===== src/design/c2s_pkg.sv =====
// shared types, constants and the arctangent table of the cartesian to spherical core
`default_nettype none

package c2s_pkg;

  localparam int COORD_W         = 16;
  localparam int ANGLE_W         = 16;
  localparam int RHO_W           = 32;
  localparam int FRAC            = RHO_W - COORD_W;
  localparam int CORDIC_W        = RHO_W + 4;
  localparam int ACC_W           = 32;
  localparam int MAX_STEPS       = 32;
  localparam int DEF_ANGLE_STEPS = 16;

  localparam logic [ACC_W-1:0]   ACC_HALF      = 32'h8000_0000;
  localparam logic [ACC_W-1:0]   ACC_QUARTER   = 32'h4000_0000;
  localparam logic [ACC_W-1:0]   ACC_NEG_LIMIT = 32'hC000_0000;
  localparam logic [ACC_W-1:0]   ROUND_BIAS    = 32'h0000_8000;
  localparam logic [ANGLE_W-1:0] THETA_PI      = 16'h8000;

  typedef struct packed {
    logic signed [COORD_W-1:0] x_coord;
    logic signed [COORD_W-1:0] y_coord;
    logic signed [COORD_W-1:0] z_coord;
  } in_t;

  typedef struct packed {
    logic [COORD_W-1:0]        radius;
    logic [ANGLE_W-1:0]        polar_angle;
    logic signed [ANGLE_W-1:0] azimuth;
    logic                      zero_vector;
  } out_t;

  // atan(2^-i) as a fraction of a full turn, 2^32 = one turn
  function automatic logic [ACC_W-1:0] atan_turn(input int unsigned idx);
    logic [ACC_W-1:0] val;
    case (idx)
      0:  val = 32'h20000000;
      1:  val = 32'h12E4051D;
      2:  val = 32'h09FB385B;
      3:  val = 32'h051111D4;
      4:  val = 32'h028B0D43;
      5:  val = 32'h0145D7E1;
      6:  val = 32'h00A2F61E;
      7:  val = 32'h00517C55;
      8:  val = 32'h0028BE53;
      9:  val = 32'h00145F2F;
      10: val = 32'h000A2F98;
      11: val = 32'h000517CC;
      12: val = 32'h00028BE6;
      13: val = 32'h000145F3;
      14: val = 32'h0000A2F9;
      15: val = 32'h0000517C;
      16: val = 32'h000028BE;
      17: val = 32'h0000145F;
      18: val = 32'h00000A2F;
      19: val = 32'h00000517;
      20: val = 32'h0000028B;
      21: val = 32'h00000145;
      22: val = 32'h000000A2;
      23: val = 32'h00000051;
      24: val = 32'h00000028;
      25: val = 32'h00000014;
      26: val = 32'h0000000A;
      27: val = 32'h00000005;
      28: val = 32'h00000002;
      29: val = 32'h00000001;
      default: val = 32'h00000000;
    endcase
    return val;
  endfunction

endpackage

`default_nettype wire


===== src/design/c2s_sqrt.sv =====
// pipelined integer square root, one root bit per stage
`default_nettype none

module c2s_sqrt import c2s_pkg::*; #(
  parameter int W = COORD_W
) (
  input  wire logic           clk,
  input  wire logic [2*W-1:0] rad_i,
  output logic [W-1:0]        root_o
);

  logic [W+1:0]   rem_r  [W];
  logic [W-1:0]   root_r [W];
  logic [2*W-1:0] rad_r  [W];

  for (genvar k = 0; k < W; k++) begin : g_stage
    logic [W+1:0]   rem_prev;
    logic [W-1:0]   root_prev;
    logic [2*W-1:0] rad_prev;
    logic [W+3:0]   trial;
    logic [W+3:0]   test;
    logic [W+3:0]   diff;
    logic           ge;

    if (k == 0) begin : g_first
      assign rem_prev  = '0;
      assign root_prev = '0;
      assign rad_prev  = rad_i;
    end else begin : g_next
      assign rem_prev  = rem_r[k-1];
      assign root_prev = root_r[k-1];
      assign rad_prev  = rad_r[k-1];
    end

    assign trial = {rem_prev, rad_prev[2*W-1 -: 2]};
    assign test  = {2'b00, root_prev, 2'b01};
    assign ge    = (trial >= test);
    assign diff  = trial - test;

    always_ff @(posedge clk) begin
      rem_r[k]  <= ge ? diff[W+1:0] : trial[W+1:0];
      root_r[k] <= {root_prev[W-2:0], ge};
      rad_r[k]  <= {rad_prev[2*W-3:0], 2'b00};
    end
  end

  assign root_o = root_r[W-1];

endmodule

`default_nettype wire


===== config.mk =====
export PLATFORM = sky130hd
export DESIGN_NAME = c2s_sqrt
export DESIGN_NICKNAME = d
export VERILOG_FILES = /design/src/design/c2s_pkg.sv /design/src/design/c2s_sqrt.sv
export SDC_FILE = /design/constraint.sdc
export NUM_CORES = 1
export LEC_CHECK = 0
export ABC_AREA = 1
export BUFFER_PORTS_ARGS = -buffer_cell sky130_fd_sc_hd__buf_2
export CAP_MARGIN = 20
export CORE_UTILIZATION = 50
export CTS_CLUSTER_DIAMETER = 80
export DETAILED_ROUTE_END_ITERATION = 6
export GPL_ROUTABILITY_DRIVEN = 0
export PLACE_DENSITY_LB_ADDON = 0.2
export SLEW_MARGIN = 15
export SYNTH_ARGS = -nofsm -noshare
export SYNTH_HDL_FRONTEND = slang
export SYNTH_SLANG_ARGS = --single-unit

===== constraint.sdc =====
create_clock -name clk -period 2.14 [get_ports clk]
set_clock_uncertainty 0.05 [all_clocks]
set_input_delay 0.321 -clock clk [delete_from_list [all_inputs] [get_ports clk]]
set_output_delay 0.321 -clock clk [all_outputs]
set_load 0.05 [all_outputs]

# After elaboration in Yosys (flattened, before gate mapping)
# Memory sizes are Yosys's and may differ from the RTL's.
# Cells that the tools add are included.
# op_classes
mux,16
order_cmp,16
add_sub_neg,16
# op_table
cell,n
20-bit by 18-bit >= comparator with 1-bit output,15
18-bit 2-to-1 mux,16
18-bit subtractor,15
"2-bit by 1-bit subtractor with 3-bit output, second input constant",1
"2-bit by 1-bit >= comparator with 1-bit output, second input constant",1
# word_totals
ram_bits,1024
output_inout_bits,16
register_bits,0
input_bits,33
wordCells,51
memories,3
# mem_list
name,depth,width,rd,rd_clocked_by_memory_dff,write_ports,line_no,text
rad_r,16,30,15,0,16,c2s_sqrt.sv:14,logic [2*W-1:0] rad_r [W];
rem_r,16,18,15,0,16,c2s_sqrt.sv:12,logic [W+1:0] rem_r [W];
root_r,16,16,16,0,16,c2s_sqrt.sv:13,logic [W-1:0] root_r [W];

# Logic depth before layout (Yosys ltp)
# An unclocked memory read counts as a cell.
# logic_depth
depth_word,3
mapped_depth,14
depth_no_buf,13

# Worst setup path before layout
# No wires, ideal clock.
# synth_path
path_type,reg-to-reg
startpoint,mem root_r[0][0] (netlist bit)
endpoint,mem rem_r[0][18] (netlist bit)
synth_period_minus_slack_ns,1.785
setup_ns,0.132
path_slack_ns,0.355
path_buffers,1
arrival_time_ns,1.603
stages_incl_launch_ff,10
required_time_ns,1.958
path_cell_list,dfxtp_1 > inv_1 > ha_1 > inv_1 > o21ai_0 > inv_1 > ha_1 > and2_1 > clkbuf_1 > xor2_1
# synth_rtl
element,line_no
start: declaration,c2s_sqrt.sv:13
end: declaration,c2s_sqrt.sv:12

==> impl_metrics.py <==
metrics = {
    "clock_tree": {
        "clkTransAtPathRegs_ns": 0.06,
        "cts_tree": "built",
        "cts-buffers-inserted": 66,
        "h-tree-depth": 3,
        "cts_sinks": 626,
        "insertion_delay_ns": 0.61,
        "clockRootBuffer": "clkbuf_16",
        "cts_buffer_depth": 3,
    },
    "die": {
        "die_h_um": 231,
        "die_w_um": 231,
        "pin_count": 49,
        "core_sq_um": 51600,
        "start_util": 0.508,
        "rows": 83,
        "die_area_sq_um": 53400,
    },
    "power_and_ir_drop": {
        "leakage_uw": 0.0156,
        "p_per_area_nw_per_um2": 1230,
        "max-vdd-ir-drop_uv": 704,
    },
    "critical_path": {
        "critPathBufInv": 2,
        "crit_top_cell": "nand2_1",
        "crit_path_max_fanout": 6,
        "critPathTopFamily": "simple AND/OR/NAND/NOR gates",
        "worstPathArrival_ns": 2.51,
        "startpoint_type": "register",
        "critPathRequiredTime_ns": 2.57,
        "slowest_delay_ns": 0.37,
        "crit_path_end_kind": "register",
        "cp_slowest_cell": "dfxtp_1",
        "path_cells": "inv_1 > ha_1 > a21oi_1 > o21ai_1 > nand2_1 > nand3_1 > nor2_4 > buf_4 > nand2_1 > o21ai_0",
        "crit_type": "reg -> reg",
    },
    "synthesis": {
        "syn_inst": 3317,
        "syn-cell-area_sq_um": 26200,
        "ys_ff_latch": 626,
        "synth_warnings": 0,
        "yosysSeqAreaShare": 0.478,
        "syn_nets": 3503,
        "synth_cell_types": 51,
        "syn_avg_cell_area_sq_um": 7.91,
    },
    "finish": {
        "mostFrequentLayoutCells": "nand2_1, dfxtp_1, inv_1, nor2_1, nand3_1",
        "nNetsFinal": 3670,
        "area_delta_synth_final_pct": 15.3,
        "final_common_cell": "nand2_1",
        "drive_above_1_share": 0.105,
        "final_area_sq_um": 30200,
    },
    "grt": {
        "antenna_found_initial": 1,
        "grt_max_degree": 26,
        "grt_pass1_vias": 20500,
        "grt_usage": 0.219,
        "grt_overflow": 0,
        "grt_pass1_wl_um": 95400,
    },
    "placed_design": {
        "dpl_cell_area_sq_um": 27400,
        "post-dp-hpwl_um": 44500,
        "port_buffers": 48,
    },
    "timing": {
        "setup_violations": 0,
        "timing.final.crit_period_ns": 2.08,
        "maxSlewViolCount": 0,
        "totalNegativeSetupSlack_ns": 0,
        "hold_viol_final": 0,
        "min_period_over_period": 0.972,
        "fmax_ghz": 0.481,
    },
    "detailed_routing": {
        "wl_per_cell_um": 13.8,
        "drt-initial-drc-count": 1442,
        "dr.pass1.iters": 6,
        "vias": 21200,
        "viasPerCell": 5.02,
        "detail-route-antenna-nets": 0,
        "wl_um": 58100,
        "drc_errors": 0,
    },
    "status": {
        "status": "finished, final reports clean",
    },
    "flow_run": {
        "maxCapViolations": 0,
    },
    "min_path": {
        "hold_path.class": "reg -> reg",
    },
}
## cell usage after synthesis (all sizes together)
cell type  count  share of area
xor2          53          0.018
or2            6         0.0014
and3           1        0.00024
nor2         269          0.041
buf           23         0.0090
a211oi         1        0.00029
ha           153          0.073
xnor2         36          0.012
nand2        952           0.14
clkbuf         2        0.00033
nand4         50          0.012
o21a           5         0.0014
o211ai         4         0.0011
nand3b        25         0.0072
nor4           4         0.0015
and2           3        0.00072
conb           1        0.00014
nor3b          2        0.00057
a21o           5         0.0014
o21ai        140          0.031
inv          509          0.073
a21boi         4         0.0011
a21oi        183          0.040
nor3          39         0.0089
dfxtp        626           0.48
nand3        217          0.044
o21bai         4         0.0011
## power by group
| part | internal (uW) | switching (uW) |
|---|---|---|
| sequential | 13900 | 1630 |
| combinational | 3660 | 6240 |
| clock | 7050 | 4760 |
## per-stage QoR
stage                     hold slack (ns)  setup slack, ns   util  power (uW)  cells
after detailed placement            0.262          -0.0790  0.530       25300   4055
after CTS                           0.257          0.00155  0.581       37300   4207
after global placement              0.260          -0.0549  0.530       25100   4055
after global routing                0.271         -0.00790  0.586       39600   4215
after floorplan                     0.260            0.355      -       22600   3317
final                               0.265           0.0605  0.586       37200   4216
## state kept, by name, indices dropped and copies added (netlist names)
signal  cells
rad_r     240
rem_r     250
root_r    136
## metal layers
layer / track usage / part of all wire / up-vias
li1: - / - / 10800
met1: 0.262 / 0.43 / 9609
met2: 0.382 / 0.48 / 562
met3: 0.0354 / 0.049 / 176
met4: 0.104 / 0.043 / 0
met5: 0 / 0 / -
## worst reg2reg max path, stage by stage (launching register included)
cell	delay, ns
dfxtp_1	0.37
inv_1	0.07
ha_1	0.33
a21oi_1	0.21
o21ai_1	0.13
nand2_1	0.08
nand3_1	0.13
nor2_4	0.24
buf_4	0.19
nand2_1	0.05
o21ai_0	0.12
## repair_timing
item / CTS / global route
buffers inserted: 0 / 6
pin swaps: 0 / 5
hold buffers: 33 / 0
gates cloned: 0 / 2
resized for setup: 3 / 42
endpoints found under the setup margin: 16 / 113
hold endpoints to repair: 33 / 0
## layout make-up
class	count	area, sq um
clock buffer	87	1880
multi-input combinational	2157	11700
sequential	626	12500
fill	4640	21400
inverter	509	1950
antenna	1	2.50
timing repair buffer	123	935
clock inverter	32	424
tap	680	851
timing repair inverter	1	8.76
## cells by family (layout without fill, tap and decap cells)
kind of cell | count (synthesis) | in the layout | synth area share
AO/OA/AOI/OAI | 346 | 346 | 0.0778
XOR/XNOR | 89 | 89 | 0.0297
adder cells (fa/ha/maj) | 153 | 153 | 0.0730
buffers and inverters | 534 | 752 | 0.0827
flip-flops | 626 | 626 | 0.478
other | 1 | 2 | 0.000143
AND/OR/NAND/NOR | 1568 | 1568 | 0.259
## worst paths after layout
path / to / from / slack [ns] / cells after the start
worst min register to register: rad_r[1][87]$_DFF_P_ / rad_r[1][55]$_DFF_P_ / 0.26 / 0
worst max register to register: rem_r[1][47]$_DFF_P_ / root_r[1][21]$_DFF_P_ / 0.06 / 10
worst min-delay path: rad_r[1][87]$_DFF_P_ / rad_r[1][55]$_DFF_P_ / 0.26 / 0
worst max-delay path: rem_r[1][47]$_DFF_P_ / root_r[1][21]$_DFF_P_ / 0.06 / 10
Note: power is estimated with default switching activity, not from simulation.
